<file path="src/rtl/core/mvsm_pkg.sv">
// shared types, constants and codes for the multi-voice sample mixer
`default_nettype none
package mvsm_pkg;

    // sizing of the mixer
    localparam int VOICE_COUNT      = 8;
    localparam int SAMPLE_ADDR_BITS = 16;
    localparam int OUTPUT_RATE      = 44100;

    localparam int VOICE_IDX_W = (VOICE_COUNT > 1) ? $clog2(VOICE_COUNT) : 1;
    localparam int MASK_N      = (VOICE_COUNT < 8) ? VOICE_COUNT : 8;

    // cursor is 18.16 with headroom past the longest effect
    localparam int FRAC_W    = 16;
    localparam int CURSOR_W  = 34;
    localparam int FRAME_W   = CURSOR_W - FRAC_W;
    localparam int FRAMES_W  = 17;

    // step = (rate << 16) / OUTPUT_RATE, rate of zero stands for OUTPUT_RATE
    localparam longint MAX_STEP_RAW = (64'd65535 << 16) / OUTPUT_RATE;
    localparam longint MAX_STEP     = (MAX_STEP_RAW > 65536) ? MAX_STEP_RAW : 65536;
    localparam int STEP_W           = $clog2(MAX_STEP + 1);
    localparam int RATE_W           = ($clog2(OUTPUT_RATE + 1) > 16) ?
                                      $clog2(OUTPUT_RATE + 1) : 16;

    // step by reciprocal multiply: (rate * RECIP) >> RECIP_SHIFT, exact for
    // every rate below 2^RATE_W since the rounding error stays under 1/OUTPUT_RATE
    localparam int     RECIP_SHIFT = RATE_W + $clog2(OUTPUT_RATE);
    localparam longint RECIP       = ((longint'(1) << (FRAC_W + RECIP_SHIFT))
                                      + OUTPUT_RATE - 1) / OUTPUT_RATE;
    localparam int     RECIP_W     = $clog2(RECIP + 1);

    // address arithmetic width before wrapping to the memory size
    localparam int ADDR_FULL_W = (SAMPLE_ADDR_BITS > 20) ? SAMPLE_ADDR_BITS : 20;

    // mix accumulator holds music plus every voice
    localparam int SUM_W = 16 + $clog2(VOICE_COUNT + 1);

    typedef enum logic [1:0] {
        OP_TICK  = 2'd0,
        OP_START = 2'd1,
        OP_STOP  = 2'd2,
        OP_WRITE = 2'd3
    } op_t;

    typedef enum logic [2:0] {
        S_IDLE,
        S_DIV,
        S_SCAN,
        S_CLAIM,
        S_TCHECK,
        S_TLEFT,
        S_TRIGHT,
        S_TDONE
    } state_t;

    typedef struct packed {
        op_t                op;
        logic [15:0]        address;
        logic signed [15:0] sample_word;
        logic [16:0]        sample_count;
        logic               stereo;
        logic [15:0]        play_rate;
        logic signed [15:0] music_left;
        logic signed [15:0] music_right;
    } cmd_t;

    typedef struct packed {
        logic signed [15:0] left;
        logic signed [15:0] right;
        logic [7:0]         active_mask;
    } res_t;

endpackage
`default_nettype wire

</file>
<file path="src/rtl/core/mvsm_rate_div.sv">
// reciprocal multiplier for the cursor step (rate << 16) / OUTPUT_RATE
`default_nettype none
module mvsm_rate_div
(
    input  wire logic                        clk,
    input  wire logic                        rst_n,
    input  wire logic                        go,
    input  wire logic [15:0]                 rate,
    output      logic                        done,
    output      logic [mvsm_pkg::STEP_W-1:0] step
);
    import mvsm_pkg::*;

    localparam int PROD_W = RATE_W + RECIP_W;

    logic              done_reg, done_next;
    logic [STEP_W-1:0] step_reg, step_next;
    logic [RATE_W-1:0] rate_eff;
    logic [PROD_W-1:0] prod;

    // zero rate means play at the output rate
    assign rate_eff = (rate == 16'd0) ? RATE_W'(OUTPUT_RATE) : RATE_W'(rate);

    // constant multiply, the quotient sits above the reciprocal's fraction bits
    assign prod = PROD_W'(rate_eff) * PROD_W'(RECIP);

    // capture the step in the go cycle, done follows in the next cycle
    always_comb
    begin
        done_next = go;
        step_next = step_reg;
        if (go)
        begin
            step_next = prod[RECIP_SHIFT +: STEP_W];
        end
    end

    // control state
    always_ff @(posedge clk or negedge rst_n)
    begin
        if (!rst_n)
        begin
            done_reg <= 1'b0;
        end
        else
        begin
            done_reg <= done_next;
        end
    end

    // datapath
    always_ff @(posedge clk)
    begin
        step_reg <= step_next;
    end

    assign done = done_reg;
    assign step = step_reg;

endmodule
`default_nettype wire

</file>
<file path="config.mk">
export PLATFORM = sky130hd
export DESIGN_NAME = mvsm_rate_div
export DESIGN_NICKNAME = d
export VERILOG_FILES = /design/src/rtl/core/mvsm_pkg.sv /design/src/rtl/core/mvsm_rate_div.sv
export SDC_FILE = /design/constraint.sdc
export NUM_CORES = 1
export LEC_CHECK = 0
export BUFFER_PORTS_ARGS = -buffer_cell sky130_fd_sc_hd__buf_2
export CORE_ASPECT_RATIO = 0.8
export CORE_MARGIN = 2
export CORE_UTILIZATION = 40
export DETAILED_ROUTE_END_ITERATION = 12
export PLACE_DENSITY = 0.58
export SLEW_MARGIN = 10
export SYNTH_ARGS = -nofsm -noshare
export SYNTH_HDL_FRONTEND = slang
export SYNTH_SLANG_ARGS = --single-unit
</file>
<file path="constraint.sdc">
create_clock -name clk -period 1.1 [get_ports clk]
set_clock_uncertainty 0.05 [all_clocks]
set_input_delay 0.22 -clock clk [delete_from_list [all_inputs] [get_ports clk]]
set_output_delay 0.22 -clock clk [all_outputs]
set_load 0.05 [all_outputs]
</file>
==> metrics.md <==
| Metric | Value |
|---|---|
| Dominant synthesized flop cell | `edfxtp_1` |
| Vias in the first global route | `7,808` |
| Initial detailed-routing violation count | `382` |
| CP max-delay cell | `fa_2` |
| Initial antenna violation count | `0` |
| Status | `complete, but fails checks` |
| Setup ws final | `-5330 ps` |
| Height of the die | `138 um` |
| Cell variety after synth | `54` |
| Final ANT Viol Nets | `0` |
| Worst-path clk slew | `60 ps` |
| Sequential fraction of the synthesis area | `5.95%` |
| Worst hold path type | `primary input to asynchronous set/reset pin` |
| Cell Area, Synth | `0.00899 mm2` |
| CP startpoint kind | `primary input` |
| Synth area leaders | `fa_1 (40%), ha_1 (23%), inv_1 (13%)` |
| Most frequent cells in the layout | `inv_1 (293), buf_4 (240), fa_1 (166)` |
| Via density | `4.70` |
| Final wirelength | `26,700 um` |
| WL/cell | `17.4 um` |
| CP cell instances | `buf_8 -> inv_4 -> ha_4 -> nor4b_4 -> and4_4 -> buf_6 -> nor2_4 -> fa_2 -> inv_4 -> fa_2 -> fa_1 -> fa_1 -> fa_2 -> fa_1 -> inv_2 -> ha_4 -> nand4_1 -> or2_1 -> nor3_2 -> a21oi_1 -> o2111a_2 -> or4_4 -> a221oi_2` |
| Violated checks | `setup timing` |
| Hold Vio Cnt, Final | `0` |
| Worst-margin pin slew | `472 ps` |
| Site Rows | `49` |
| GR Util All Layers | `23.4%` |
| Vias | `7,201` |
| Post-Route Utilization | `55.8%` |
| Detailed Routing Iterations Pass 1 | `5` |
| Clk buf depth | `2` |
| Yosys Warn Count | `0` |
| Min Clock Period, post-route | `6430 ps` |
| Synthesized instance count | `952` |
| Max frequency | `156 MHz` |
| Crit path kind | `primary input to flop` |
| Syn_area_per_cell | `9.45 um2` |
| Global route total overflow | `0` |
| EDFF count, synth | `17` |
| Slew Limit Fails | `0` |
| RSZ-0062 raised after global routing | `true` |
| CTS tree | `yes` |
| #FFs+latches synth | `18` |
| Rel. slew slack | `68.2%` |
| Drt drc | `0` |
| P&R area growth vs syn | `38.1%` |
| CP Data Arrival Time | `6460 ps` |
| I/O pin cnt | `37` |
| Setup TNS | `-87,930 ps` |
| Area leader, netlist | `fa_1` |
| Antenna Cells | `0` |
| Starting Density | `40.4%` |
| Commonest non-fill, non-tap cell in the layout | `inv_1` |
| Max FFs per register | `17` |
| IO buf count | `36` |
| Total of max-cap violations | `0` |
| Placed wire-length estimate | `23,700 um` |
| Die Area | `0.0237 mm2` |
| Crit Path Max Fanout | `3` |
| First-pass GRT wire length | `42,300 um` |
| Slowest stage delay, CP | `630 ps` |
| Final net count | `1,593` |
| Core footprint | `0.0223 mm2` |
| Post-synth net total | `1,317` |
| Htree depth | `1` |
| Top-area cell type share of the netlist area | `39.8%` |
| Clk root buf | `clkbuf_16` |
| CP Capture Type | `flop` |
| Layout cell share with drive strength beyond 1 | `34.8%` |
| Final-layout fill cell count | `1,970` |
| Final setup vio count | `18` |
| Post-synth ARST share | `5.56%` |
| Die width | `172 um` |
| Final worst path period share | `584%` |
| GPL Wtd Cong | `0.954` |
| CTS buffer count | `3` |
| TritonCTS Sinks | `18` |
| CP Data Required Time | `1140 ps` |
| Largest net degree at the start of global routing | `19` |
[timing repair]
item	CTS	global route
pin swaps	50	66
gates resized for setup	76	101
hold buffers	1	0
endpoints found under the setup margin	23	34
hold endpoints to repair	1	0
setup buffers	14	13
[kinds of logic after synthesis]
kind of cell,Yosys count,synth area share [%]
AOI/OAI and AO/OA,105,7.69
adders and majority gates,346,63.1
buffers and inverters,338,14.1
xor gates and xnor gates,19,1.85
and+or+nand+nor,126,7.30
DFF,18,5.95
[through the flow]
| stage | cells | worst slack [ps] | cell area [um2] | hold WS (ps) |
|---|---|---|---|---|
| 4_1_cts | 1523 | -5290 | 12000 | 213 |
| 5_1_grt | 1533 | -5530 | 12400 | 233 |
| 2_1_floorplan | 952 | -5210 | 9260 | -126 |
| 3_3_place_gp | 1504 | -5760 | 11500 | -55.0 |
| 6_report | 1533 | -5330 | 12400 | 209 |
| 3_5_place_dp | 1504 | -5860 | 11500 | -54.2 |
[final timing paths]
path                       depth (start not counted)       end     from
worst min-delay path                               2      done    rst_n
min in group clk                                   1      done       go
worst max-delay path                              23  step[11]  rate[9]
max in group asynchronous                          2      done    rst_n
[synthesized netlist by cell type, types with 6 or more instances]
library cell and count:
clkbuf_1 16, ha_1 167, fa_1 179, nor2_1 31, a21oi_1 36, xor2_1 13, xnor2_1 6, nand2b_1 8
nand2_1 31, a21o_1 12, nand3_1 11, edfxtp_1 17, nand4_1 12, inv_1 320, o21ai_0 16
[area by class of cell]
cell class | count | area [um2] | area share, %
Clock buffer | 4 | 88.8 | 0.715
Inverter | 320 | 1230 | 9.93
Multi-Input combinational cell | 596 | 7900 | 63.6
Sequential cell | 18 | 536 | 4.31
Tap cell | 306 | 383 | 3.08
Timing Repair Buffer | 289 | 2280 | 18.4
[critical path, delay by kind of cell]
kind / cells / cell delay [ps]
simple gates: 7 / 1610
buf+inv: 5 / 390
fa+ha+maj: 8 / 3590
compound gates: 3 / 640
[routing by layer]
metal | vias to the layer above | GRT usage, % | wire length (um)
met5 | - | 0 | 0
met4 | 0 | 4.73 | 519
met3 | 33 | 2.86 | 1410
met2 | 175 | 36.1 | 11600
met1 | 3488 | 35.5 | 13200
li1 | 3505 | - | -
Power is left out: the tool's default activity adds up to more than one toggle a clock period on the data nets, which glitch-free logic cannot reach.
